**config.mk**
```make
export PLATFORM = sky130hd
export DESIGN_NAME = blse_queue
export DESIGN_NICKNAME = d
export VERILOG_FILES = /design/src/design/blse_pkg.sv /design/src/design/blse_queue.sv
export VERILOG_INCLUDE_DIRS = /design/src /design/src/design
export SDC_FILE = /design/constraint.sdc
export NUM_CORES = 1
export LEC_CHECK = 0
export ABC_CLOCK_PERIOD_IN_PS = 2500
export BUFFER_PORTS_ARGS = -buffer_cell sky130_fd_sc_hd__buf_2
export CORE_MARGIN = 1.5
export CORE_UTILIZATION = 45
export CTS_CLUSTER_DIAMETER = 150
export DETAILED_ROUTE_END_ITERATION = 8
export PLACE_DENSITY = 0.73
export SLEW_MARGIN = 20
export SYNTH_ARGS = -nofsm -noshare
export SYNTH_HDL_FRONTEND = slang
export SYNTH_SLANG_ARGS = --single-unit
```
**constraint.sdc**
```tcl
create_clock -name clk -period 2.5 [get_ports clk]
set_input_delay 0.125 -clock clk [delete_from_list [all_inputs] [get_ports clk]]
set_output_delay 0.125 -clock clk [all_outputs]
set_load 0.02 [all_outputs]
```
**src/design/bounded_lifo_stack_engine_unit_macros.svh**
```systemverilog
// Assertion macros shared by the stack engine RTL.
// Depends on nothing; expects clk and rst to be visible where it is used.
`ifndef BOUNDED_LIFO_STACK_ENGINE_UNIT_MACROS_SVH
`define BOUNDED_LIFO_STACK_ENGINE_UNIT_MACROS_SVH
`ifndef SYNTHESIS
`define BLSE_CHECK(label, cond, msg) \
  label: assert property (@(posedge clk) disable iff (rst) (cond)) else $error(msg);
`define BLSE_CHECK_NEXT(label, ante, cons, msg) \
  label: assert property (@(posedge clk) disable iff (rst) (ante) |=> (cons)) else $error(msg);
`else
`define BLSE_CHECK(label, cond, msg)
`define BLSE_CHECK_NEXT(label, ante, cons, msg)
`endif
`endif

```
**src/design/blse_pkg.sv**
```systemverilog
// Package for the stack engine: widths, command and status codes, operation type.
// Used by every RTL file of the block but blse_ram and the macro header; depends on nothing.
`default_nettype none
package blse_pkg;

  localparam int WORD_W        = 32;
  localparam int CMD_W         = 3;
  localparam int STATUS_W      = 3;
  localparam int DEPTH_DEFAULT = 256;
  localparam int CNT_W_DEFAULT = $clog2(DEPTH_DEFAULT + 1);
  localparam int IDX_W_DEFAULT = (DEPTH_DEFAULT > 1) ? $clog2(DEPTH_DEFAULT) : 1;
  localparam int QUEUE_DEPTH   = 2;

  localparam logic [CMD_W-1:0] CMD_INIT   = 3'd0;
  localparam logic [CMD_W-1:0] CMD_PUSH   = 3'd1;
  localparam logic [CMD_W-1:0] CMD_POP    = 3'd2;
  localparam logic [CMD_W-1:0] CMD_PEEK   = 3'd3;
  localparam logic [CMD_W-1:0] CMD_SIZE   = 3'd4;
  localparam logic [CMD_W-1:0] CMD_CLEAR  = 3'd5;
  localparam logic [CMD_W-1:0] CMD_SEARCH = 3'd6;

  localparam logic [STATUS_W-1:0] ST_OK       = 3'd0;
  localparam logic [STATUS_W-1:0] ST_NOT_INIT = 3'd1;
  localparam logic [STATUS_W-1:0] ST_FULL     = 3'd2;
  localparam logic [STATUS_W-1:0] ST_EMPTY    = 3'd3;
  localparam logic [STATUS_W-1:0] ST_BAD_POS  = 3'd4;

  // Operation as classified by the front end; OP_NOP covers the unused code.
  typedef enum logic [2:0] {
    OP_INIT,
    OP_PUSH,
    OP_POP,
    OP_PEEK,
    OP_SIZE,
    OP_CLEAR,
    OP_SEARCH,
    OP_NOP
  } op_t;

  typedef struct packed {
    op_t              op;
    logic [WORD_W-1:0] value;
  } op_head_t;

endpackage
`default_nettype wire

```
**src/design/blse_queue.sv**
```systemverilog
// Short register queue that decouples the front end from the execution back end.
// Depends on blse_pkg and the assertion macros.
`default_nettype none
`include "bounded_lifo_stack_engine_unit_macros.svh"
module blse_queue #(
  parameter int W = 8
) (
  input  wire logic          clk,
  input  wire logic          rst,
  input  wire logic          wr_valid,
  output logic               wr_ready,
  input  wire logic [W-1:0]  wr_data,
  output logic               rd_valid,
  input  wire logic          rd_ready,
  output logic [W-1:0]       rd_data
);
  localparam int PW = (blse_pkg::QUEUE_DEPTH > 1) ? $clog2(blse_pkg::QUEUE_DEPTH) : 1;
  localparam int OW = $clog2(blse_pkg::QUEUE_DEPTH + 1);
  localparam logic [OW-1:0] FULL_OCC = OW'(blse_pkg::QUEUE_DEPTH);
  localparam logic [PW-1:0] LAST_PTR = PW'(blse_pkg::QUEUE_DEPTH - 1);

  logic [W-1:0]  entries [blse_pkg::QUEUE_DEPTH];
  logic [PW-1:0] wr_ptr;
  logic [PW-1:0] rd_ptr;
  logic [OW-1:0] occ;
  logic          do_wr;
  logic          do_rd;

  assign wr_ready = (occ != FULL_OCC);
  assign rd_valid = (occ != '0);
  assign rd_data  = entries[rd_ptr];
  assign do_wr    = wr_valid && wr_ready;
  assign do_rd    = rd_valid && rd_ready;

  always_ff @(posedge clk) begin
    if (do_wr) begin
      entries[wr_ptr] <= wr_data;
    end
    if (rst) begin
      wr_ptr <= '0;
      rd_ptr <= '0;
      occ    <= '0;
    end else begin
      if (do_wr) begin
        wr_ptr <= (wr_ptr == LAST_PTR) ? '0 : wr_ptr + PW'(1);
      end
      if (do_rd) begin
        rd_ptr <= (rd_ptr == LAST_PTR) ? '0 : rd_ptr + PW'(1);
      end
      case ({do_wr, do_rd})
        2'b10:   occ <= occ + OW'(1);
        2'b01:   occ <= occ - OW'(1);
        default: occ <= occ;
      endcase
    end
  end

  `BLSE_CHECK(a_occ_bounded, occ <= FULL_OCC, "queue occupancy above its depth")
endmodule
`default_nettype wire

```
==> results of run 1 <==
==> cell type report <==
class	instances	share of cell area, %
inverter	1	0.389
sequential	21	60.1
timing repair buffer	23	13.0
tap	17	2.20
multi-input combinational	26	21.6
clock buffer	4	2.72
==> registers in the layout, summed over array words and instances (netlist names), named ones only <==
signal   cells
wr_ptr       1
occ          2
entries     16
rd_ptr       1
==> synthesized netlist by cell type, drive strengths merged <==
library cell / instances
mux2: 8
nor2: 3
dfxtp: 5
nand2b: 1
and3: 1
a21oi: 2
buf: 1
nand3b: 1
o21ai: 1
o21a: 1
inv: 1
or3: 1
xor2: 1
nand2: 1
or2: 1
edfxtp: 16
xnor2: 2
ha: 1
a21bo: 1
==> what timing repair did <==
item,in CTS,in global routing
gates resized for setup,0,0
endpoints found under the hold margin,0,4
hold buffers,0,2
setup endpoints to repair,0,0
==> routing by layer <==
layer	vias up	track usage [%]
met3	2	5.20
met5	-	0
met4	0	8.82
li1	235	-
met1	222	12.9
met2	13	16.6
==> final timing paths <==
kind	endpoint	slack, ns	depth (start not counted)
max	occ[1]$_SDFFE_PP0P_	0.94	5
min	entries[0][0]$_DFFE_PP_	0.02	1
max reg2reg	occ[1]$_SDFFE_PP0P_	0.94	5
min reg2reg	flip-flop	0.53	2
==> cells by family (layout without fill, tap and decap cells) <==
family          Yosys count  in the layout  share of synthesized area, %
flops                    21             21                          72.7
simple gates              9              9                          5.96
mux                       8              8                          11.3
compound gates            5              5                          4.08
xor+xnor                  3              3                          3.29
buf+inv                   2             28                          1.10
fa+ha+maj                 1              1                          1.57
==> report_power, final <==
part,switching [mW],internal (mW)
clock,0.0885,0.0619
sequential,0.0474,0.449
combinational,0.188,0.160
==> out/metrics.yaml, run 1 <==
grt_max_degree: 12
period_share_pct: 62.5
cellPowerDensity_nw_per_um2: 1030
grt_pass1_vias: 366
finClkSkew_ns: 0.00417
syn_nets: 62
cp-end-kind: "flip-flop"
n_antenna_cell: 0
ios: 22
whs_ns: 0.0163
wl_met2_um: 543
cts.reportedPaths.clkPinSlew_ns: 0.10
grt_antenna_before_repair: 0
path_delay_family: "simple AND/OR/NAND/NOR gates"
ys_seq_area_share_pct: 72.7
final_area_um2: 966
power.total_mw: 0.994
critPathKind: "flip-flop to flip-flop"
multiInputGateArea_um2: 209
wirelength_met1_um: 493
place_area_um2: 920
final_core_util_pct: 57.2
grt_pass1_wl_um: 1500
worstPathRequired_ns: 2.73
dr_wl_met3_um: 57
tightestPinTransition_ns: 0.374
cts_root_buffer: "clkbuf_4"
vias_per_cell: 5.13
yosys.area.top_type_share_pct: 60.2
drtPass1Iterations: 4
netlist.top_cell.by_area: "edfxtp_1"
setup_ws_ns: 0.938
clockBufferDepth: 2
synthToLayoutAreaGrowth_pct: 21.0
outcome: "finished, final reports clean"
slew_violations: 0
cts_buffers: 3
cts_tree: "built"
fmax_mhz: 640
synth.top_cells.by_area: "edfxtp_1 (60%), dfxtp_1 (13%), mux2_2 (11%), xnor2_1 (2.2%), ha_1 (1.6%)"
crit_chain: "nand2b_1 -> nand2_1 -> ha_1 -> or3_1 -> a21oi_1"
drc: 0
synth_cells: 49
cpMaxStageDelayCell: "dfxtp_1"
place_inst: 86
yosys_register_bits: 21
grt_usage_pct: 11.4
maxCapViolations: 0
final_hold_viol_count: 0
peakVddDrop_mv: 0.550
clock_latency_ns: 0.29
dieWidth_um: 45.1
die_area_um2: 2040
routed.top_layer: "met4"
worstHoldPathType: "input port to flip-flop"
cts_setup_buffers: 0
grt_overflow: 0
cts-htree-levels: 1
place_ws_ns: 0.972
cp.arrival_ns: 1.79
synth_warnings: 0
startpoint: "occ[0]$_SDFFE_PP0P_"
clock-sinks: 21
final_common_cell: "buf_2"
final-setup-viol-count: 0
synth.avg_cell_area_um2: 16.3
drt_wl_total_um: 1110
row_count: 15
gp_congestion: 0.668
final_cell_mix: "buf_2 (21), edfxtp_1 (16), mux2_2 (8)"
power_leakage_nw: 0.382
drive_gt1_share_pct: 45.3
dp.final_hpwl_um: 757
avgRoutedWirePerCell_um: 12.0
worstPathMaxFanout: 5
rsz0062_at_grt: "false"
nets: 89
slew_headroom_pct: 75.1
numPortBuffers: 21
worstSetupStartpointType: "flip-flop"
num_vias: 472
rr_startpoint: "occ[0]$_SDFFE_PP0P_"
drt_iter0_drc: 4
final_cells: 92
nFillCells: 144
cp.buffers_inverters: 0
syn-cell-area_um2: 798
worstHoldStart: "wr_data[0]"
ant_nets: 0
slowest_delay_ns: 0.42
seq_area_um2: 581
fin_crit_ns: 1.56
core_um2: 1690
fin_tns_setup_ns: 0
die_h_um: 45.1
start_util_pct: 47.3
ys_types: 19
(Power assumes the default switching activity.)
==> inputs of run 2 (changes only) <==
--- a/config.mk
+++ b/config.mk
@@ -6,13 +6,14 @@
 export SDC_FILE = /design/constraint.sdc
 export NUM_CORES = 1
 export LEC_CHECK = 0
-export ABC_CLOCK_PERIOD_IN_PS = 2500
+export ABC_AREA = 1
+export ABC_CLOCK_PERIOD_IN_PS = 1350
 export BUFFER_PORTS_ARGS = -buffer_cell sky130_fd_sc_hd__buf_2
 export CORE_MARGIN = 1.5
 export CORE_UTILIZATION = 45
 export CTS_CLUSTER_DIAMETER = 150
 export DETAILED_ROUTE_END_ITERATION = 8
-export PLACE_DENSITY = 0.73
+export PLACE_DENSITY = 0.75
 export SLEW_MARGIN = 20
 export SYNTH_ARGS = -nofsm -noshare
 export SYNTH_HDL_FRONTEND = slang
==> constraint.sdc (replaced) <==
create_clock -name clk -period 1.35 [get_ports clk]
set_input_delay 0.0675 -clock clk [delete_from_list [all_inputs] [get_ports clk]]
set_output_delay 0.0675 -clock clk [all_outputs]
set_load 0.02 [all_outputs]
==> out/metrics.yaml, run 2 <==
cts.reportedPaths.clkPinSlew_ns: 0.11  # was 0.10 ns
place_ws_ns: 0.00797  # was 0.972 ns
ys_types: 18  # was 19
synth.top_cells.by_area: "edfxtp_1 (54%), dfxtp_1 (11%), mux2_4 (8.5%), nor2_1 (3.8%), mux2_2 (3.8%)"  # was edfxtp_1 (60%), dfxtp_1 (13%), mux2_2 (11%), xnor2_1 (2.2%), ha_1 (1.6%)
power_leakage_nw: 0.493  # was 0.382 nW
ys_seq_area_share_pct: 65.8  # was 72.7%
clock_latency_ns: 0.29  # about the same
grt_usage_pct: 13.8  # was 11.4%
final_cell_mix: "buf_2 (19), edfxtp_1 (16), nor2_1 (9)"  # was buf_2 (21), edfxtp_1 (16), mux2_2 (8)
fin_crit_ns: 1.33
drc: 0  # unchanged
cp.buffers_inverters: 2  # was 0
yosys.area.top_type_share_pct: 54.5  # was 60.2%
synthMuxAreaShare_pct: 12.3  # was 11.3%
yosys_register_bits: 21  # unchanged
dp.final_hpwl_um: 994  # was 757 um
row_count: 15  # unchanged
nets: 113  # was 89
grt_pass1_vias: 519  # was 366
synthToLayoutAreaGrowth_pct: 34.2  # was 21.0%
synth_commonest_cells: "edfxtp_1 (16), nor2_1 (9), dfxtp_1 (5), inv_1 (5), mux2_4 (5)"  # was edfxtp_1 (16), mux2_2 (8), dfxtp_1 (5), nor2_1 (3)
maxCapViolations: 0  # unchanged
period_share_pct: 98.2
slowest_delay_ns: 0.35  # was 0.42 ns
final_cells: 124  # was 92
largest_reg_flops: 16  # unchanged
synth.most_common_cell: "edfxtp_1"  # unchanged
finClkSkew_ns: 0.00311  # was 0.00417 ns
numPortBuffers: 21  # unchanged
clock-sinks: 21  # unchanged
ys.flop_type: "edfxtp_1"  # unchanged
dieWidth_um: 47.3  # was 45.1 um
synth_simple_gate_area_share_pct: 11.5  # was 5.96%
synth_xor_area_share_pct: 0  # was 3.29%
grt_overflow: 0  # unchanged
synth_cells: 63  # was 49
worstHoldPathType: "input port to flip-flop"  # unchanged
grt_pass1_wl_um: 2000  # was 1500 um
clockBufferDepth: 2  # unchanged
syn-cell-area_um2: 882  # was 798 um^2
cts_tree: "built"  # unchanged
synth_top_family_by_area: "multiplexers"  # unchanged
worstSetupStartpointType: "flip-flop"  # unchanged
num_vias: 558  # was 472
cts_buffers: 3  # unchanged
die_area_um2: 2230  # was 2040 um^2
start_util_pct: 49.5  # was 47.3%
avgRoutedWirePerCell_um: 11.3  # was 12.0 um
rsz0062_at_grt: "true"  # was false
grt_antenna_before_repair: 0  # unchanged
setup_ws_ns: 0.0244  # was 0.938 ns
ant_nets: 0  # unchanged
synth_fa_ha_area_share_pct: 1.42  # was 1.57%
cp.arrival_ns: 1.26  # was 1.79 ns
cts_root_buffer: "clkbuf_4"  # unchanged
syn_nets: 76  # was 62
largest_register: "entries"  # unchanged
outcome: "finished, final reports clean"  # unchanged
worstPathRequired_ns: 1.28  # was 2.73 ns
drive_gt1_share_pct: 52.5  # was 45.3%
peakVddDrop_mv: 0.857  # was 0.550 mV
synth-edff-count: 16  # unchanged
synth.avg_cell_area_um2: 14.0  # was 16.3 um^2
drt_wl_total_um: 1400  # was 1110 um
synth_compound_area_share_pct: 3.69  # was 4.08%
drtPass1Iterations: 4  # unchanged
drt_iter0_drc: 4  # unchanged
final_common_cell: "buf_2"  # unchanged
cpMaxStageDelayCell: "dfxtp_2"  # was dfxtp_1
cellPowerDensity_nw_per_um2: 1500  # was 1030 nW/um^2
n_antenna_cell: 0  # unchanged
gp_congestion: 0.695  # was 0.668
grt_max_degree: 13  # was 12
fmax_mhz: 754
final-setup-viol-count: 0  # unchanged
place_inst: 111  # was 86
crit_chain: "buf_8 -> mux2_2 -> buf_2"  # was nand2b_1 -> nand2_1 -> ha_1 -> or3_1 -> a21oi_1
final_hold_viol_count: 0  # unchanged
tightestPinTransition_ns: 0.162  # was 0.374 ns
reg.largest.list: "entries x16, occ x2"  # unchanged
worstPathMaxFanout: 8  # was 5
cp-end-kind: "primary output"  # was flip-flop
synth_warnings: 0  # unchanged
die_h_um: 47.3  # was 45.1 um
slew_violations: 0  # unchanged
critPathKind: "flip-flop to primary output"  # was flip-flop to flip-flop
ios: 22  # unchanged
netlist.top_cell.by_area: "edfxtp_1"  # unchanged
ys_async_sr_fraction_pct: 0  # unchanged
path_delay_family: "flip-flops"  # was simple AND/OR/NAND/NOR gates
core_um2: 1780  # was 1690 um^2
slew_headroom_pct: 89.1  # was 75.1%
cts-htree-levels: 1  # unchanged
vias_per_cell: 4.50  # was 5.13
run 2: cell types whose count changed after synthesis, moves of 2 or more:
cell     delta
xnor2_1     -2
nand2_4     +3
nor2_1      +6
o21ai_2     +2
nand2_1     +3
mux2_4      +5
mux2_2      -5
inv_1       +4
inv_2       +2
run 2: metrics by stage:
stage               total power [mW]  TNS, ns  hold WS (ns)  instance area (um^2)  utilization, %
floorplan                       1.27   -0.508         0.166                   882               -
global placement                1.40        0         0.254                  1030            57.8
detailed placement              1.42        0         0.260                  1030            57.8
CTS                             1.75        0        0.0486                  1150            64.8
global route                    1.88  -0.0624        0.0534                  1180            66.4
finish                          1.78        0        0.0556                  1180            66.4
run 2: power breakdown:
| group | internal, mW | switching, mW | leakage [nW] |
|---|---|---|---|
| sequential | 0.798 | 0.0463 | 0.192 |
| combinational | 0.302 | 0.349 | 0.284 |
| clock | 0.110 | 0.174 | 0.0177 |
run 2: final timing paths:
path         cells past startpoint  slack [ns]                  end           startpoint
max                              3        0.02           rd_data[2]            flip-flop
min                              4        0.06  wr_ptr$_SDFFE_PP0N_                  rst
max reg2reg                     10        0.12  occ[1]$_SDFFE_PP0P_  occ[0]$_SDFFE_PP0P_
min reg2reg                      2        0.52            flip-flop  rd_ptr$_SDFFE_PP0P_
run 2: per-layer routing:
metal / part of all wire (%) / GRT usage [%] / vias to the layer above / wire length [um]
met4: 0.64 / 8.33 / 0 / 9
met1: 38 / 12.4 / 254 / 531
met3: 4.4 / 5.00 / 2 / 62
li1: - / - / 285 / -
met2: 57 / 25.7 / 17 / 797
met5: 0 / 0 / - / 0
run 2: logic make-up (layout without fill, tap and decap cells):
family,Yosys count,after routing
buffers and inverters,9,45
AO/OA/AOI/OAI,5,5
AND/OR/NAND/NOR,19,19
flip-flops,21,21
adder cells (fa/ha/maj),1,1
multiplexers,8,8
run 2: area by class of cell:
class | count | area (um^2)
Fill cell | 136 | 599
Sequential cell | 21 | 584
Multi-Input combinational cell | 33 | 268
Timing Repair Buffer | 33 | 235
Inverter | 8 | 37.5
Tap cell | 25 | 31.3
Clock buffer | 3 | 22.5
Clock inverter | 1 | 5.00
run 2: timing repair:
| action | CTS | global route |
|---|---|---|
| endpoints found under the setup margin | 5 | 5 |
| setup buffers | 1 | 0 |
| endpoints found under the hold margin | 16 | 0 |
| gates resized for setup | 4 | 8 |
| cloned | 0 | 0 |
| hold buffers | 8 | 0 |
| pin swaps | 0 | 2 |
run 2: tightest hold or removal path, stage by stage:
cell     delay (ns)
buf_2          0.07
inv_1          0.08
o21ai_2        0.06
nor2_1         0.03
==> inputs of run 3 (changes only) <==
--- a/config.mk
+++ b/config.mk
@@ -6,11 +6,10 @@
 export SDC_FILE = /design/constraint.sdc
 export NUM_CORES = 1
 export LEC_CHECK = 0
-export ABC_AREA = 1
 export ABC_CLOCK_PERIOD_IN_PS = 1350
 export BUFFER_PORTS_ARGS = -buffer_cell sky130_fd_sc_hd__buf_2
 export CORE_MARGIN = 1.5
-export CORE_UTILIZATION = 45
+export CORE_UTILIZATION = 44
 export CTS_CLUSTER_DIAMETER = 150
 export DETAILED_ROUTE_END_ITERATION = 8
 export PLACE_DENSITY = 0.75
==> out/metrics.yaml, run 3 (synthesis results as in run 1) <==
clockBufferDepth: 2  # unchanged
place_ws_ns: -0.0296  # was 0.00797 ns
vias_per_cell: 4.59  # was 4.50
dp.final_hpwl_um: 895  # was 994 um
worstPathRequired_ns: 1.57  # was 1.28 ns
worstSetupStartpointType: "flip-flop"  # unchanged
die_area_um2: 2080  # was 2230 um^2
cts_root_buffer: "clkbuf_4"  # unchanged
final-setup-viol-count: 1  # was 0
largest_register: "entries"  # unchanged
crit_chain: "o21a_1 -> ha_4 -> xnor2_1 -> or3_1 -> a21oi_1"  # was buf_8 -> mux2_2 -> buf_2
num_vias: 510  # was 558
fin_tns_setup_ns: -0.00819  # was 0 ns
gp_congestion: 0.633  # was 0.695
period_share_pct: 101  # was 98.2%
drtPass1Iterations: 4  # unchanged
die_h_um: 45.6  # was 47.3 um
start_util_pct: 46.7  # was 49.5%
failed_checks: "negative setup slack"
cts-htree-levels: 1  # unchanged
finClkSkew_ns: 0.00426  # was 0.00311 ns
cts_buffers: 3  # unchanged
cp-end-kind: "flip-flop"  # was primary output
grt_overflow: 0  # unchanged
place_inst: 97  # was 111
rsz0062_at_grt: "true"  # unchanged
grt_pass1_vias: 500  # was 519
cts.reportedPaths.clkPinSlew_ns: 0.11  # about the same
synthToLayoutAreaGrowth_pct: 38.4  # was 34.2%
final_hold_viol_count: 0  # unchanged
slowest_delay_ns: 0.34  # was 0.35 ns
row_count: 15  # unchanged
fmax_mhz: 736  # was 754 MHz
nets: 100  # was 113
worstHoldPathType: "input port to flip-flop"  # unchanged
grt_pass1_wl_um: 2020  # was 2000 um
avgRoutedWirePerCell_um: 11.8  # was 11.3 um
final_common_cell: "buf_2"  # unchanged
clock_latency_ns: 0.29  # about the same
cp.arrival_ns: 1.58  # was 1.26 ns
setup_ws_ns: -0.00819  # was 0.0244 ns
drive_gt1_share_pct: 51.2  # was 52.5%
ant_nets: 0  # unchanged
grt_antenna_before_repair: 0  # unchanged
cpMaxStageDelayCell: "dfxtp_2"  # unchanged
peakVddDrop_mv: 1.02  # was 0.857 mV
cts_tree: "built"  # unchanged
largest_reg_flops: 16  # unchanged
clock-sinks: 21  # unchanged
whs_ns: 0.114  # was 0.0556 ns
cellPowerDensity_nw_per_um2: 1820  # was 1500 nW/um^2
outcome: "finished, violations left"  # was finished, final reports clean
final_cells: 111  # was 124
drc: 0  # unchanged
core_um2: 1710  # was 1780 um^2
maxCapViolations: 0  # unchanged
nFillCells: 140  # was 136
numPortBuffers: 21  # unchanged
n_antenna_cell: 0  # unchanged
final_cell_mix: "buf_2 (21), edfxtp_1 (16), dlygate4sd3_1 (9)"  # was buf_2 (19), edfxtp_1 (16), nor2_1 (9)
fin_crit_ns: 1.36  # was 1.33 ns
slew_violations: 0  # unchanged
reg.largest.list: "entries x16, occ x2"  # unchanged
dieWidth_um: 45.6  # was 47.3 um
worstPathMaxFanout: 3  # was 8
critPathKind: "flip-flop to flip-flop"  # was flip-flop to primary output
tightestPinTransition_ns: 0.364  # was 0.162 ns
grt_max_degree: 12  # was 13
grt_usage_pct: 14.1  # was 13.8%
power.total_mw: 2.01  # was 1.78 mW
drt_iter0_drc: 9  # was 4
power_leakage_nw: 0.437  # was 0.493 nW
ios: 22  # unchanged
slew_headroom_pct: 75.7  # was 89.1%
drt_wl_total_um: 1310  # was 1400 um
## run 3: changes by cell type in the layout (fill, tap and decap cells not counted), moves of 2 or more
cell     previous run  this run
buf_2              19        21
buf_6               2         0
inv_1               4         1
inv_2               2         0
mux2_2              3         8
mux2_4              5         0
nand2_1             4         0
nand2_4             3         0
nor2_1              9         3
o21ai_2             2         0
xnor2_1             0         2
## run 3: final cells by class
cell class / count / area [um^2] / area share, %
clock buffers: 4 / 26.3 / 2.38
multi-input cells: 26 / 231 / 21.0
well taps: 25 / 31.3 / 2.83
inverters: 1 / 3.75 / 0.340
repair buffers: 34 / 225 / 20.4
flip-flops and latches: 21 / 587 / 53.1
## run 3: path summary, 6_finish.rpt
path                       startpoint                  end  slack [ns]  cells after the start
setup / recovery  occ[0]$_SDFFE_PP0P_  occ[1]$_SDFFE_PP0P_      -0.008                      5
hold / removal               wr_valid  wr_ptr$_SDFFE_PP0N_        0.11                      3
setup reg to reg  occ[0]$_SDFFE_PP0P_  occ[1]$_SDFFE_PP0P_      -0.008                      5
hold reg to reg   rd_ptr$_SDFFE_PP0P_            flip-flop        0.53                      2
## run 3: metrics by stage
step                area [um^2]  util, %
floorplan                   822        -
global placement            976     57.1
detailed placement          976     57.1
CTS                        1100     64.5
global route               1100     64.7
finish                     1100     64.7
## run 3: metal layers
| layer | GRT usage, % | up-vias | wire [um] |
|---|---|---|---|
| met2 | 23.9 | 18 | 668 |
| met4 | 5.29 | 0 | 10 |
| met3 | 3.97 | 2 | 76 |
| li1 | - | 255 | - |
| met1 | 16.7 | 235 | 558 |
| met5 | 0 | - | 0 |
## run 3: what timing repair did
action	in CTS	in global routing
buffers inserted	1	0
endpoints found under the setup margin	9	9
pin swaps	3	0
hold buffers	9	0
gates resized for setup	2	1
endpoints found under the hold margin	21	0
## run 3: worst max-delay path: cells and delay by family, from the launching register on
family                   cells  cell delay, ns
AO/OA/AOI/OAI                2            0.35
flip-flops                   1            0.34
adder cells (fa/ha/maj)      1            0.17
XOR/XNOR                     1            0.12
AND/OR/NAND/NOR              1            0.31
## run 3: power by group
group / internal [mW] / switching, mW / leakage (nW)
clock: 0.115 / 0.169 / 0.0150
sequential: 0.845 / 0.0826 / 0.192
combinational: 0.403 / 0.398 / 0.229
total: 1.36 / 0.650 / 0.437
