[src/design/bounded_lifo_stack_engine_unit_macros.svh]
// Assertion macros shared by the stack engine RTL.
// Depends on nothing; expects clk and rst to be visible where it is used.
`ifndef BOUNDED_LIFO_STACK_ENGINE_UNIT_MACROS_SVH
`define BOUNDED_LIFO_STACK_ENGINE_UNIT_MACROS_SVH
`ifndef SYNTHESIS
`define BLSE_CHECK(label, cond, msg) \
  label: assert property (@(posedge clk) disable iff (rst) (cond)) else $error(msg);
`define BLSE_CHECK_NEXT(label, ante, cons, msg) \
  label: assert property (@(posedge clk) disable iff (rst) (ante) |=> (cons)) else $error(msg);
`else
`define BLSE_CHECK(label, cond, msg)
`define BLSE_CHECK_NEXT(label, ante, cons, msg)
`endif
`endif

[src/design/blse_pkg.sv]
// Package for the stack engine: widths, command and status codes, operation type.
// Used by every RTL file of the block but blse_ram and the macro header; depends on nothing.
`default_nettype none
package blse_pkg;

  localparam int WORD_W        = 32;
  localparam int CMD_W         = 3;
  localparam int STATUS_W      = 3;
  localparam int DEPTH_DEFAULT = 256;
  localparam int CNT_W_DEFAULT = $clog2(DEPTH_DEFAULT + 1);
  localparam int IDX_W_DEFAULT = (DEPTH_DEFAULT > 1) ? $clog2(DEPTH_DEFAULT) : 1;
  localparam int QUEUE_DEPTH   = 2;

  localparam logic [CMD_W-1:0] CMD_INIT   = 3'd0;
  localparam logic [CMD_W-1:0] CMD_PUSH   = 3'd1;
  localparam logic [CMD_W-1:0] CMD_POP    = 3'd2;
  localparam logic [CMD_W-1:0] CMD_PEEK   = 3'd3;
  localparam logic [CMD_W-1:0] CMD_SIZE   = 3'd4;
  localparam logic [CMD_W-1:0] CMD_CLEAR  = 3'd5;
  localparam logic [CMD_W-1:0] CMD_SEARCH = 3'd6;

  localparam logic [STATUS_W-1:0] ST_OK       = 3'd0;
  localparam logic [STATUS_W-1:0] ST_NOT_INIT = 3'd1;
  localparam logic [STATUS_W-1:0] ST_FULL     = 3'd2;
  localparam logic [STATUS_W-1:0] ST_EMPTY    = 3'd3;
  localparam logic [STATUS_W-1:0] ST_BAD_POS  = 3'd4;

  // Operation as classified by the front end; OP_NOP covers the unused code.
  typedef enum logic [2:0] {
    OP_INIT,
    OP_PUSH,
    OP_POP,
    OP_PEEK,
    OP_SIZE,
    OP_CLEAR,
    OP_SEARCH,
    OP_NOP
  } op_t;

  typedef struct packed {
    op_t              op;
    logic [WORD_W-1:0] value;
  } op_head_t;

endpackage
`default_nettype wire

[src/design/blse_if.sv]
// Handshake interfaces for the command and response words of the stack engine.
// Depends on blse_pkg.
`default_nettype none


interface blse_rsp_if #(
  parameter int CNT_W = blse_pkg::CNT_W_DEFAULT,
  parameter int IDX_W = blse_pkg::IDX_W_DEFAULT
);
  logic                              valid;
  logic                              ready;
  logic [blse_pkg::STATUS_W-1:0]     status;
  logic signed [blse_pkg::WORD_W-1:0] word_out;
  logic [CNT_W-1:0]                  entry_count;
  logic [IDX_W-1:0]                  found_index;

  modport source (output valid, output status, output word_out,
                  output entry_count, output found_index, input ready);
  modport sink (input valid, input status, input word_out,
                input entry_count, input found_index, output ready);
endinterface
`default_nettype wire

[src/design/blse_back.sv]
// Back end: executes stack operations against the word store and holds the response.
// Depends on blse_pkg, blse_rsp_if and the assertion macros; drives blse_ram.
`default_nettype none
`include "bounded_lifo_stack_engine_unit_macros.svh"
module blse_back #(
  parameter int DEPTH = blse_pkg::DEPTH_DEFAULT,
  parameter int CNT_W = blse_pkg::CNT_W_DEFAULT,
  parameter int IDX_W = blse_pkg::IDX_W_DEFAULT,
  parameter int QW    = $bits(blse_pkg::op_head_t) + CNT_W
) (
  input  wire logic                        clk,
  input  wire logic                        rst,
  input  wire logic                        q_valid,
  output logic                             q_ready,
  input  wire logic [QW-1:0]               q_data,
  output logic                             wr_en,
  output logic [IDX_W-1:0]                 wr_addr,
  output logic [blse_pkg::WORD_W-1:0]      wr_data,
  output logic                             rd_en,
  output logic [IDX_W-1:0]                 rd_addr,
  input  wire logic [blse_pkg::WORD_W-1:0] rd_data,
  blse_rsp_if.source                       rsp
);
  localparam int HW = $bits(blse_pkg::op_head_t);
  localparam logic [CNT_W-1:0] ONE     = CNT_W'(1);
  localparam logic [CNT_W-1:0] DEPTH_C = CNT_W'(DEPTH);

  typedef enum logic [1:0] {S_IDLE, S_READ, S_KEY, S_SCAN} state_t;

  state_t                     state;
  logic [CNT_W-1:0]           count;
  logic                       ready_flag;
  logic [blse_pkg::WORD_W-1:0] key;
  logic [IDX_W-1:0]           cmp_idx;
  logic [IDX_W-1:0]           key_idx;

  blse_pkg::op_head_t q_head;
  logic [CNT_W-1:0]   q_pos;
  logic [CNT_W-1:0]   cnt_m1;
  logic [CNT_W-1:0]   pos_m1;
  logic               slot_free;
  logic               take;
  logic               is_empty;
  logic               is_full;
  logic               pos_ok;

  assign q_head    = blse_pkg::op_head_t'(q_data[QW-1 -: HW]);
  assign q_pos     = q_data[CNT_W-1:0];
  assign cnt_m1    = count - ONE;
  assign pos_m1    = q_pos - ONE;
  assign is_empty  = (count == '0);
  assign is_full   = (count == DEPTH_C);
  assign pos_ok    = (q_pos != '0) && (q_pos <= count);
  assign slot_free = !rsp.valid || rsp.ready;
  assign q_ready   = (state == S_IDLE) && slot_free;
  assign take      = q_valid && q_ready;

  assign wr_en   = take && (q_head.op == blse_pkg::OP_PUSH) && ready_flag && !is_full;
  assign wr_addr = count[IDX_W-1:0];
  assign wr_data = q_head.value;

  always_comb begin
    rd_en   = 1'b0;
    rd_addr = cnt_m1[IDX_W-1:0];
    case (state)
      S_IDLE: begin
        if (take && !is_empty) begin
          if ((q_head.op == blse_pkg::OP_POP && ready_flag) ||
              q_head.op == blse_pkg::OP_PEEK) begin
            rd_en = 1'b1;
          end else if (q_head.op == blse_pkg::OP_SEARCH && pos_ok) begin
            rd_en   = 1'b1;
            rd_addr = pos_m1[IDX_W-1:0];
          end
        end
      end
      S_KEY: begin
        rd_en   = 1'b1;
        rd_addr = '0;
      end
      S_SCAN: begin
        rd_en   = 1'b1;
        rd_addr = cmp_idx + IDX_W'(1);
      end
      default: begin
        rd_en = 1'b0;
      end
    endcase
  end

  always_ff @(posedge clk) begin
    if (rst) begin
      state      <= S_IDLE;
      count      <= '0;
      ready_flag <= 1'b0;
      rsp.valid  <= 1'b0;
    end else begin
      if (rsp.valid && rsp.ready) begin
        rsp.valid <= 1'b0;
      end
      case (state)
        S_IDLE: begin
          if (take) begin
            rsp.status      <= blse_pkg::ST_OK;
            rsp.word_out    <= '0;
            rsp.entry_count <= count;
            rsp.found_index <= '0;
            rsp.valid       <= 1'b1;
            case (q_head.op)
              blse_pkg::OP_INIT: begin
                ready_flag      <= 1'b1;
                count           <= '0;
                rsp.entry_count <= '0;
              end
              blse_pkg::OP_PUSH: begin
                if (!ready_flag) begin
                  rsp.status <= blse_pkg::ST_NOT_INIT;
                end else if (is_full) begin
                  rsp.status <= blse_pkg::ST_FULL;
                end else begin
                  count           <= count + ONE;
                  rsp.entry_count <= count + ONE;
                end
              end
              blse_pkg::OP_POP: begin
                if (!ready_flag) begin
                  rsp.status <= blse_pkg::ST_NOT_INIT;
                end else if (is_empty) begin
                  rsp.status <= blse_pkg::ST_EMPTY;
                end else begin
                  count     <= cnt_m1;
                  rsp.valid <= 1'b0;
                  state     <= S_READ;
                end
              end
              blse_pkg::OP_PEEK: begin
                if (is_empty) begin
                  rsp.status <= blse_pkg::ST_EMPTY;
                end else begin
                  rsp.valid <= 1'b0;
                  state     <= S_READ;
                end
              end
              blse_pkg::OP_SIZE: begin
                if (is_empty) begin
                  rsp.status <= blse_pkg::ST_EMPTY;
                end
              end
              blse_pkg::OP_CLEAR: begin
                if (is_empty) begin
                  rsp.status <= blse_pkg::ST_EMPTY;
                end else begin
                  count           <= '0;
                  rsp.entry_count <= '0;
                end
              end
              blse_pkg::OP_SEARCH: begin
                if (is_empty) begin
                  rsp.status <= blse_pkg::ST_EMPTY;
                end else if (!pos_ok) begin
                  rsp.status <= blse_pkg::ST_BAD_POS;
                end else begin
                  key_idx   <= pos_m1[IDX_W-1:0];
                  rsp.valid <= 1'b0;
                  state     <= S_KEY;
                end
              end
              default: begin
                rsp.status <= blse_pkg::ST_OK;
              end
            endcase
          end
        end
        S_READ: begin
          rsp.status      <= blse_pkg::ST_OK;
          rsp.word_out    <= rd_data;
          rsp.entry_count <= count;
          rsp.found_index <= '0;
          rsp.valid       <= 1'b1;
          state           <= S_IDLE;
        end
        S_KEY: begin
          key     <= rd_data;
          cmp_idx <= '0;
          state   <= S_SCAN;
        end
        S_SCAN: begin
          if (rd_data == key) begin
            rsp.status      <= blse_pkg::ST_OK;
            rsp.word_out    <= '0;
            rsp.entry_count <= count;
            rsp.found_index <= cmp_idx;
            rsp.valid       <= 1'b1;
            state           <= S_IDLE;
          end else begin
            cmp_idx <= cmp_idx + IDX_W'(1);
          end
        end
        default: begin
          state <= S_IDLE;
        end
      endcase
    end
  end

  `BLSE_CHECK(a_count_bounded, count <= DEPTH_C, "stack count above depth")
  `BLSE_CHECK(a_scan_in_range, (state != S_SCAN) || (cmp_idx <= key_idx), "search ran past key")
  `BLSE_CHECK_NEXT(a_push_grows, wr_en, count == $past(count) + ONE, "push did not grow stack")
endmodule
`default_nettype wire

[src/flat_wrapper.sv]
// flat-port wrapper written by rule: the top's interface ports become plain ports
module blse_back_flat 
#(
  parameter int DEPTH = blse_pkg::DEPTH_DEFAULT,
  parameter int CNT_W = blse_pkg::CNT_W_DEFAULT,
  parameter int IDX_W = blse_pkg::IDX_W_DEFAULT,
  parameter int QW    = $bits(blse_pkg::op_head_t) + CNT_W
)
  (clk, rst, q_valid, q_ready, q_data, wr_en, wr_addr, wr_data, rd_en, rd_addr, rd_data, rsp_valid, rsp_status, rsp_word_out, rsp_entry_count, rsp_found_index, rsp_ready);
  blse_rsp_if #(.CNT_W(CNT_W), .IDX_W(IDX_W)) rsp_i ();
  input  wire logic clk;
  input  wire logic rst;
  input  wire logic q_valid;
  output logic q_ready;
  input  wire logic [QW-1:0] q_data;
  output logic wr_en;
  output logic [IDX_W-1:0] wr_addr;
  output logic [blse_pkg::WORD_W-1:0] wr_data;
  output logic rd_en;
  output logic [IDX_W-1:0] rd_addr;
  input  wire logic [blse_pkg::WORD_W-1:0] rd_data;
  output wire logic [$bits(rsp_i.valid)-1:0] rsp_valid;
  output wire logic [$bits(rsp_i.status)-1:0] rsp_status;
  output wire logic [$bits(rsp_i.word_out)-1:0] rsp_word_out;
  output wire logic [$bits(rsp_i.entry_count)-1:0] rsp_entry_count;
  output wire logic [$bits(rsp_i.found_index)-1:0] rsp_found_index;
  input wire logic [$bits(rsp_i.ready)-1:0] rsp_ready;
  assign rsp_valid = rsp_i.valid;
  assign rsp_status = rsp_i.status;
  assign rsp_word_out = rsp_i.word_out;
  assign rsp_entry_count = rsp_i.entry_count;
  assign rsp_found_index = rsp_i.found_index;
  assign rsp_i.ready = rsp_ready;
  blse_back #(.DEPTH(DEPTH), .CNT_W(CNT_W), .IDX_W(IDX_W), .QW(QW)) u_core (.clk(clk), .rst(rst), .q_valid(q_valid), .q_ready(q_ready), .q_data(q_data), .wr_en(wr_en), .wr_addr(wr_addr), .wr_data(wr_data), .rd_en(rd_en), .rd_addr(rd_addr), .rd_data(rd_data), .rsp(rsp_i));
endmodule
[config.mk]
export PLATFORM = sky130hd
export DESIGN_NAME = blse_back_flat
export DESIGN_NICKNAME = d
export VERILOG_FILES = /design/src/design/blse_pkg.sv /design/src/design/blse_if.sv /design/src/design/blse_back.sv /design/src/flat_wrapper.sv
export VERILOG_INCLUDE_DIRS = /design/src /design/src/design
export SDC_FILE = /design/constraint.sdc
export NUM_CORES = 1
export LEC_CHECK = 0
export BUFFER_PORTS_ARGS = -buffer_cell sky130_fd_sc_hd__buf_2
export CAP_MARGIN = 20
export CORE_MARGIN = 2
export CORE_UTILIZATION = 52
export CTS_CLUSTER_DIAMETER = 120
export DETAILED_ROUTE_END_ITERATION = 6
export GPL_ROUTABILITY_DRIVEN = 0
export GPL_TIMING_DRIVEN = 1
export PLACE_DENSITY = 0.79
export SKIP_CTS_REPAIR_TIMING = 1
export SYNTH_ARGS = -nofsm -noshare
export SYNTH_HDL_FRONTEND = slang
export SYNTH_SLANG_ARGS = --single-unit
[constraint.sdc]
create_clock -name clk -period 5.3 [get_ports clk]
set_clock_uncertainty 0.15 [all_clocks]
set_input_delay 1.06 -clock clk [delete_from_list [all_inputs] [get_ports clk]]
set_output_delay 1.06 -clock clk [all_outputs]
set_load 0.01 [all_outputs]
==> results.md, run 1 <==
* DR WL/cell at 17.1 microns
* Post-Synthesis Cells at 527
* Final Setup Violations at 0
* Final Max Tran Viols at 0
* VDD IR-drop max at 0.000123 V
* Diode count at 0
* Async SR Flop Fraction at 0%
* # IOs at around 180
* Worst-path clk slew at about 0.10 ns
* Max-Cap Viols at 0
* Pre-antenna DRT Iters at 5
* All-Layer GR Usage at between 20% and 30%
* CP Capture Type: output port
* Post-place setup slack at ~0.86 ns
* Register area share after synthesis at around 53%
* Synth cell types at 57
* Num CTS Buffers at 9
* Area leader, netlist: edfxtp_1
* Area share of the largest cell type after synthesis at around half
* Unrepaired setup endpoints after global routing: false
* Synth top area cells: edfxtp_1, xor2_1, buf_4, dfxtp_1, and2_1
* Clock Latency Late Sink at roughly 0.37 ns
* Root Buffer: clkbuf_8
* Final hold vios at 0
* CTS tree: done
* Synth Cell Area at roughly 5700 sq um
* Min Clock Period, post-route at 4.61 ns
* Achievable frequency at 0.217 GHz
* Initial DRC Count at around 330
* Ratio of cells with drive above 1 in the final layout at approximately a quarter
* Via count of the first global-routing pass at around 4,100
* Post-DRT Antenna Nets at 0
* Post-route clock period utilization at 86.9%
* Starting Density at 53.1%
* Arr. time, crit path at roughly 3.4 ns
* Initial antenna violation count at 0
* Syn_area_per_cell at 10.9 sq um
* Ys flop type: edfxtp_1
* Die area at ~12,000 sq um
* Core ar. at around 11,000 sq um
* Via count at roughly 4,200
* Filler Cell Count at approximately 900
* Port buffer count at 119
* DRC Markers at 0
* Max Fanout on Critical Path at 10
* First-pass GRT wire length at between 20,000 and 25,000 microns
* Routed wire length at about 13,000 microns
* Largest net degree at the start of global routing at 36
* Inst Count DP at 724
* CP Data Required Time at 4.09 ns
* PnR worst setup slack at between 0.6 and 0.7 ns
* Leading cell type in the layout, fill and taps excluded: buf_2
* Synthesized flop and latch total at ~110
* H-tree depth at 3
* Post-detailed-route via-to-cell ratio at ~5.7
* Hpwl dp at slightly above 9000 microns
* Layout Cells excl Fill at between 700 and 800
* Total negative setup slack at 0 ns
* Site Rows at 38
* Commonest non-fill, non-tap cells in the layout: buf_2, edfxtp_1, xor2_1, nor2_1, and2_1
* Worst-path cell chain: clkinv_1 -> ha_1 -> nor2b_1 -> and4_4 -> nand3b_4 -> nor4_4 -> nor2_1 -> o32ai_1 -> buf_2
* Layout Nets at around 690
* Kind of critical path: register to output port
* Number of enable flip-flop cells after synthesis at a little over 90
* Yosys warnings at 0
* Max_slew headroom at around a third
* Run status: completed
* Clk sink count at 105
* Die height at 109 microns
* Clock tree buffer depth at 2
* CP max-delay cell: nor4_4
* GR Overflow Total at 0
* PwrDens at ~270 nW/um^2
* Die Wd at between 100 and 150 microns
* Critical Path Source Type: register
* Fin util at 58.5%
* Crit-path max cell delay at ~0.66 ns
* Worst hold path class: register to register
* Net Count, Synth at 620
* Area grow syn2layout at 10.3%
* Slew @ Worst Pin at 0.971 ns
* Static leakage power at 2.48 nW
-- layout make-up --
| type | count | area (sq um) | share of cell area, % |
|---|---|---|---|
| inverter | 13 | 48.8 | 0.772 |
| multi-input combinational | 343 | 2240 | 35.5 |
| sequential | 105 | 3020 | 47.8 |
| clock buffer | 9 | 124 | 1.96 |
| tap | 140 | 175 | 2.77 |
| timing repair buffer | 123 | 626 | 9.90 |
| clock inverter | 7 | 77.6 | 1.23 |
-- sequential cells by signal, summed over array words and instances, names as in the netlist --
signal / cells
u_core.key: 32
u_core.rsp.word_out: 32
u_core.count: 9
u_core.rsp.entry_count: 9
u_core.cmp_idx: 8
u_core.rsp.found_index: 8
u_core.rsp.status: 3
u_core.state: 2
u_core.ready_flag: 1
u_core.rsp.valid: 1
-- where the power goes --
group	switching, mW	internal (mW)
combinational	0.150	0.0926
clock	0.287	0.224
sequential	0.0127	0.920
total	0.450	1.24
-- Yosys cell counts (all sizes together) (2+ instances only) --
master	number
o22ai	9
o21a	2
nor3	10
nand3	16
buf	48
xnor2	10
o21ai	22
and4	3
ha	13
and3	14
inv	12
clkbuf	18
nor4	13
a21o	2
nand2b	5
a221oi	2
edfxtp	92
a21oi	23
a211oi	2
dfxtp	13
o31ai	5
and2	34
a31oi	7
a311oi	4
xor2	41
a22oi	2
nand3b	2
nor3b	2
nand2	25
nand4	6
nor2	42
nor2b	4
mux2i	7
or3	2
-- worst max-delay path, delay by kind of cell, from the launching register on --
| kind | cells | cell delay (ns) |
|---|---|---|
| AOI/OAI and AO/OA | 1 | 0.30 |
| DFF | 1 | 0.51 |
| and+or+nand+nor | 5 | 1.42 |
| buffers and inverters | 2 | 0.45 |
| adders and majority gates | 1 | 0.35 |
-- final timing paths --
path / cells after the start / endpoint / slack [ns] / from
max: 9 / rd_addr[3] / 0.69 / u_core.count[0]
min: 2 / u_core.count[3] / 0.46 / u_core.count[3]
max reg2reg: 7 / u_core.rsp.found_index[0] / 2.29 / u_core.key[1]
min reg2reg: 2 / u_core.count[3] / 0.46 / u_core.count[3]
-- metrics by stage --
stage	area, sq um	hold slack (ns)	total power [mW]
final	6320	0.455	1.69
after global routing	6320	0.472	1.75
after CTS	6320	0.453	1.69
after detailed placement	6120	0.434	1.19
after global placement	6120	0.421	1.18
after floorplan	5730	0.366	1.13
-- per-layer routing --
layer | GRT usage (%) | vias up | part of all wire, %
li1 | - | 2004 | -
met4 | 8.52 | 0 | 2.3
met5 | 0 | - | 0
met1 | 27.8 | 1968 | 42
met3 | 4.06 | 34 | 8.7
met2 | 36.4 | 238 | 47
-- cells by family (layout without fill, tap and decap cells) --
kind of cell    after synthesis  count (layout)  synth area share (%)
xor+xnor                     51              51                  7.80
flops                       105             105                  52.8
fa+ha+maj                    13              13                  2.84
buf+inv                      79             152                  8.21
simple gates                182             182                  17.3
compound gates               90              90                  9.85
mux                           7               7                  1.22
No activity file was read; power rests on OpenSTA's default activity.
==> inputs of run 2 (changes only) <==
--- a/config.mk
+++ b/config.mk
@@ -8,6 +8,7 @@
 export LEC_CHECK = 0
 export BUFFER_PORTS_ARGS = -buffer_cell sky130_fd_sc_hd__buf_2
 export CAP_MARGIN = 20
+export CORE_ASPECT_RATIO = 0.5
 export CORE_MARGIN = 2
 export CORE_UTILIZATION = 52
 export CTS_CLUSTER_DIAMETER = 120
==> results.md, run 2 (synthesis results as in run 1) <==
* Run status: completed
* Min Clock Period, post-route at 4.65 ns (+0.0476 ns)
* Static leakage power at 2.51 nW (+1.2%)
* Post-DRT Antenna Nets at 0 (unchanged)
* Total negative setup slack at 0 ns (unchanged)
* Largest net degree at the start of global routing at 33 (-8.3%)
* PnR worst setup slack at 0.646 ns (-0.0476 ns)
* Max Fanout on Critical Path at 10 (unchanged)
* VDD IR-drop max at 0.000164 V (+34%)
* Max-Cap Viols at 0 (unchanged)
* GR Overflow Total at 0 (unchanged)
* Kind of critical path: register to output port
* # IOs at 184 (unchanged)
* Site Rows at 27 (-29%)
* Hpwl dp at 9630 microns (+3.3%)
* Worst hold path class: register to register
* Die area at 11,900 sq um (+0.43%)
* Clock Latency Late Sink at 0.34 ns (-0.03 ns)
* Commonest non-fill, non-tap cells in the layout: buf_2, edfxtp_1, xor2_1, nor2_1, and2_1
* Port buffer count at 119 (unchanged)
* DR WL/cell at 17.7 microns (+3.3%)
* All-Layer GR Usage at 21.6% (-0.098 points)
* CP Capture Type: output port
* Core ar. at 10,900 sq um (+0.79%)
* Root Buffer: clkbuf_16
* CP Data Required Time at 4.09 ns (about the same)
* Die height at 78.2 microns (-28%)
* Post-detailed-route via-to-cell ratio at 5.70 (-0.66%)
* Initial antenna violation count at 0 (unchanged)
* PwrDens at 283 nW/um^2 (+6.0%)
* CTS tree: done
* Critical Path Source Type: register
* Layout Nets at 686 (-0.29%)
* First-pass GRT wire length at 20,300 microns (+1.5%)
* Worst-path clk slew at 0.07 ns (-0.03 ns)
* Post-route clock period utilization at 87.8% (+0.90 points)
* DRC Markers at 0 (unchanged)
* Die Wd at 152 microns (+40%)
* Arr. time, crit path at 3.44 ns (+0.04 ns)
* Leading cell type in the layout, fill and taps excluded: buf_2
* Slew @ Worst Pin at 0.992 ns (+0.0204 ns)
* Via count at 4,233 (-0.26%)
* Routed wire length at 13,100 microns (+3.7%)
* R2R Setup Slk at 2.34 ns (+0.05 ns)
* Initial DRC Count at 426 (+28%)
* Total Power at 1.81 mW (+7.6%)
* Clock tree buffer depth at 2 (unchanged)
* Achievable frequency at 0.215 GHz (-1.0%)
* Area grow syn2layout at 12.0%
* Clk sink count at 105 (unchanged)
* Ratio of cells with drive above 1 in the final layout at 24.2% (-0.086 points)
* Final hold vios at 0 (unchanged)
* Diode count at 0 (unchanged)
* Final Max Tran Viols at 0 (unchanged)
* H-tree depth at 3 (unchanged)
* Via count of the first global-routing pass at 3,916 (-3.9%)
* Unrepaired setup endpoints after global routing: false
* Num CTS Buffers at 9 (unchanged)
* Hold_ws at 0.472 ns (+0.0167 ns)
* Final Setup Violations at 0 (unchanged)
* Pre-antenna DRT Iters at 5 (unchanged)
* Starting Density at 52.7% (-0.42 points)
* Post-place setup slack at 0.749 ns (-0.107 ns)
* Largest registers: u_core.key x32, u_core.rsp.word_out x32
* Fin util at 59.0% (+0.42 points)
* Max_slew headroom at 33.6% (-1.7 points)
[run 2: path summary, 6_finish.rpt]
check | from | to | cells past startpoint
worst max-delay path | u_core.count[0] | rd_addr[3] | 9
worst min-delay path | u_core.count[3] | u_core.count[3] | 2
worst max register to register | u_core.count[0] | u_core.count[1] | 8
worst min register to register | u_core.count[3] | u_core.count[3] | 2
[run 2: layout make-up]
cell class / instances / area (sq um)
clock inverter: 6 / 56.3
multi-input combinational: 343 / 2250
fill: 903 / 4460
tap: 145 / 181
clock buffer: 10 / 229
inverter: 13 / 48.8
sequential: 105 / 3020
timing repair buffer: 121 / 623
[run 2: stage by stage]
stage / instances / instance area (sq um)
CTS: 743 / 6410
floorplan: 527 / 5730
finish: 743 / 6410
detailed placement: 727 / 6130
global route: 743 / 6410
global placement: 727 / 6130
[run 2: worst max-delay path, cell delays in order (launching register included)]
cell and delay [ns]:
dfxtp_1 0.53, clkinv_1 0.31, ha_1 0.35, nor2b_1 0.20, and4_4 0.25, nand3b_4 0.19, nor4_4 0.67, nor2_1 0.12
o32ai_1 0.30, buf_2 0.18
[run 2: power breakdown]
part           internal (mW)  switching [mW]
Clock                  0.331           0.307
Combinational         0.0936           0.150
Sequential             0.920          0.0133
Total                   1.34           0.470
[run 2: routing by layer]
layer | global-route usage (%) | wire length, microns | vias to the layer above
met5 | 0 | 0 | -
met4 | 7.41 | 289 | 0
met3 | 5.80 | 951 | 37
met2 | 36.5 | 6230 | 179
met1 | 27.4 | 5650 | 2014
li1 | - | - | 2003
==> inputs of run 3 (changes only) <==
--- a/config.mk
+++ b/config.mk
@@ -10,12 +10,11 @@
 export CAP_MARGIN = 20
 export CORE_ASPECT_RATIO = 0.5
 export CORE_MARGIN = 2
-export CORE_UTILIZATION = 52
-export CTS_CLUSTER_DIAMETER = 120
+export CORE_UTILIZATION = 47
 export DETAILED_ROUTE_END_ITERATION = 6
 export GPL_ROUTABILITY_DRIVEN = 0
 export GPL_TIMING_DRIVEN = 1
-export PLACE_DENSITY = 0.79
+export PLACE_DENSITY = 0.76
 export SKIP_CTS_REPAIR_TIMING = 1
 export SYNTH_ARGS = -nofsm -noshare
 export SYNTH_HDL_FRONTEND = slang
==> constraint.sdc (replaced) <==
create_clock -name clk -period 4.25 [get_ports clk]
set_clock_uncertainty 0.15 [all_clocks]
set_input_delay 0.85 -clock clk [delete_from_list [all_inputs] [get_ports clk]]
set_output_delay 0.85 -clock clk [all_outputs]
set_load 0.01 [all_outputs]
==> results.md, run 3 (synthesis results as in run 1) <==
* Combinational share of power at 13.7% (+0.3 points)
* Run status: completed
* Sequential share of power at 50.7% (-0.7 points)
* # IOs at 184 (unchanged)
* Die area at 13,100 sq um (+10%)
* DR WL/cell at 17.0 microns (-3.6%)
* Final Max Tran Viols at 0 (unchanged)
* Post-DRT Antenna Nets at 0 (unchanged)
* Switching part of the total at 26.4% (+0.45 points)
* Clock tree buffer depth at 2 (unchanged)
* CP Capture Type: output port
* Hpwl dp at 9700 microns (+0.71%)
* Kind of critical path: register to output port
* Fin util at 55.0% (-4.0 points)
* Largest net degree at the start of global routing at 33 (unchanged)
* DRC Markers at 0 (unchanged)
* Diode count at 0 (unchanged)
* First-pass GRT wire length at 20,400 microns (+0.41%)
* Max_slew headroom at 30.6% (-3.0 points)
* Starting Density at 48.4% (-4.3 points)
* Clock network power share at 35.6% (+0.5 points)
* Clk sink count at 105 (unchanged)
* Final Setup Violations at 0 (unchanged)
* Commonest non-fill, non-tap cells in the layout: buf_2, edfxtp_1, xor2_1, nor2_1, and2_1
* Design area at 6510 sq um (+1.5%)
* Critical Path Source Type: register
* Min Clock Period, post-route at 3.98 ns
* Int Pwr at 1.68 mW (+25%)
* Register Area at 3020 sq um (unchanged)
* GR Overflow Total at 0 (unchanged)
* Initial antenna violation count at 0 (unchanged)
* Switching pwr at 0.602 mW (+28%)
* Filler Cell Count at 1,075 (+19%)
* Area of the multi-input gates at 2250 sq um (unchanged)
* R2R Setup Slk at 1.54 ns (-0.80 ns)
* Num CTS Buffers at 9 (unchanged)
* Area grow syn2layout at 13.7%
* Total Power at 2.29 mW (+26%)
* Unrepaired setup endpoints after global routing: false
* Achievable frequency at approximately 0.25 GHz
* CTS tree: done
* Largest registers: u_core.key x32, u_core.rsp.word_out x32
* Placed instance area at 6220 sq um (+1.4%)
* Total negative setup slack at 0 ns (unchanged)
* Arr. time, crit path at 2.98 ns (-0.46 ns)
* Leading cell type in the layout, fill and taps excluded: buf_2
* Root Buffer: clkbuf_16
* Post-detailed-route via-to-cell ratio at 5.46 (-4.1%)
* H-tree depth at 3 (unchanged)
* VDD IR-drop max at 0.000167 V (+1.9%)
* Slew @ Worst Pin at 1.04 ns (+0.0496 ns)
* Final hold vios at 0 (unchanged)
* CP Data Required Time at 3.25 ns (-0.84 ns)
* Via count of the first global-routing pass at 3,927 (+0.28%)
* Worst-path clk slew at 0.07 ns (about the same)
* Via count at 4,224 (-0.21%)
* Max Fanout on Critical Path at 9 (-1)
* Max-Cap Viols at 0 (unchanged)
* Pre-antenna DRT Iters at 5 (unchanged)
* All-Layer GR Usage at 19.9% (-1.7 points)
* Layout Nets at 696 (+1.5%)
* Clock Latency Late Sink at 0.35 ns (about the same)
* Core ar. at 11,800 sq um (+8.9%)
* PwrDens at 351 nW/um^2 (+24%)
* Ratio of cells with drive above 1 in the final layout at 25.7% (+1.4 points)
* Worst hold path class: register to register
* Routed wire length at 13,200 microns (+0.27%)
* Static leakage power at 2.57 nW (+2.3%)
* Port buffer count at 119 (unchanged)
* Die Wd at 160 microns (+5.1%)
* Die height at 82.1 microns (+4.9%)
* Post-route clock period utilization at 93.6%
* Initial DRC Count at 426 (unchanged)
* Site Rows at 28 (+3.7%)
-- run 3: cell count changes in the layout (fill, tap and decap cells not counted) --
| cell | before | now |
|---|---|---|
| clkbuf_1 | 1 | 0 |
| clkinvlp_4 | 1 | 0 |
| clkinv_2 | 0 | 1 |
| inv_6 | 3 | 2 |
| buf_4 | 1 | 12 |
| clkinv_4 | 0 | 1 |
| clkinv_8 | 0 | 1 |
| buf_12 | 1 | 0 |
-- run 3: critical path: stages (launching register included) --
cell      delay [ns]
dfxtp_1         0.51
inv_1           0.16
ha_1            0.28
nor2b_1         0.19
and4_4          0.25
nand3b_4        0.22
nor4_4          0.28
buf_4           0.22
nor2_1          0.06
o32ai_1         0.28
buf_2           0.18
-- run 3: final timing paths --
| check | startpoint | end | cells past startpoint |
|---|---|---|---|
| max | u_core.count[1] | rd_addr[3] | 10 |
| min | u_core.count[3] | u_core.count[3] | 2 |
| max reg2reg | u_core.count[1] | u_core.count[0] | 7 |
| min reg2reg | u_core.count[3] | u_core.count[3] | 2 |
-- run 3: metal layers --
metal / vias to the layer above / part of all wire, % / global-route usage [%] / wire (microns)
met5: - / 0 / 0 / 0
met4: 0 / 1.3 / 6.58 / 176
met3: 24 / 6.3 / 4.14 / 830
met2: 178 / 47 / 32.8 / 6180
met1: 2005 / 45 / 26.9 / 5970
li1: 2017 / - / - / -
-- run 3: layout make-up --
type                    instances  share of cell area, %
repair buffers                131                   10.5
clock inverters                 7                   1.08
clock buffers                   9                   3.46
inverters                      13                  0.749
multi-input cells             343                   34.6
flip-flops and latches        105                   46.4
well taps                     165                   3.17
-- run 3: per-stage QoR --
step / hold WS (ns) / cells / setup slack [ns]
floorplan: 0.366 / 527 / 0.572
global placement: 0.447 / 757 / 0.483
detailed placement: 0.445 / 757 / 0.398
CTS: 0.462 / 773 / 0.277
global route: 0.498 / 773 / 0.0404
finish: 0.462 / 773 / 0.273
-- run 3: power by group through the flow --
stage	sequential, mW	combinational, mW	clock (mW)
after floorplan	1.19	0.210	0
after global placement	1.18	0.303	0
final	1.16	0.312	0.814
after CTS	1.16	0.311	0.832
after detailed placement	1.18	0.310	0
after global routing	1.16	0.345	0.860
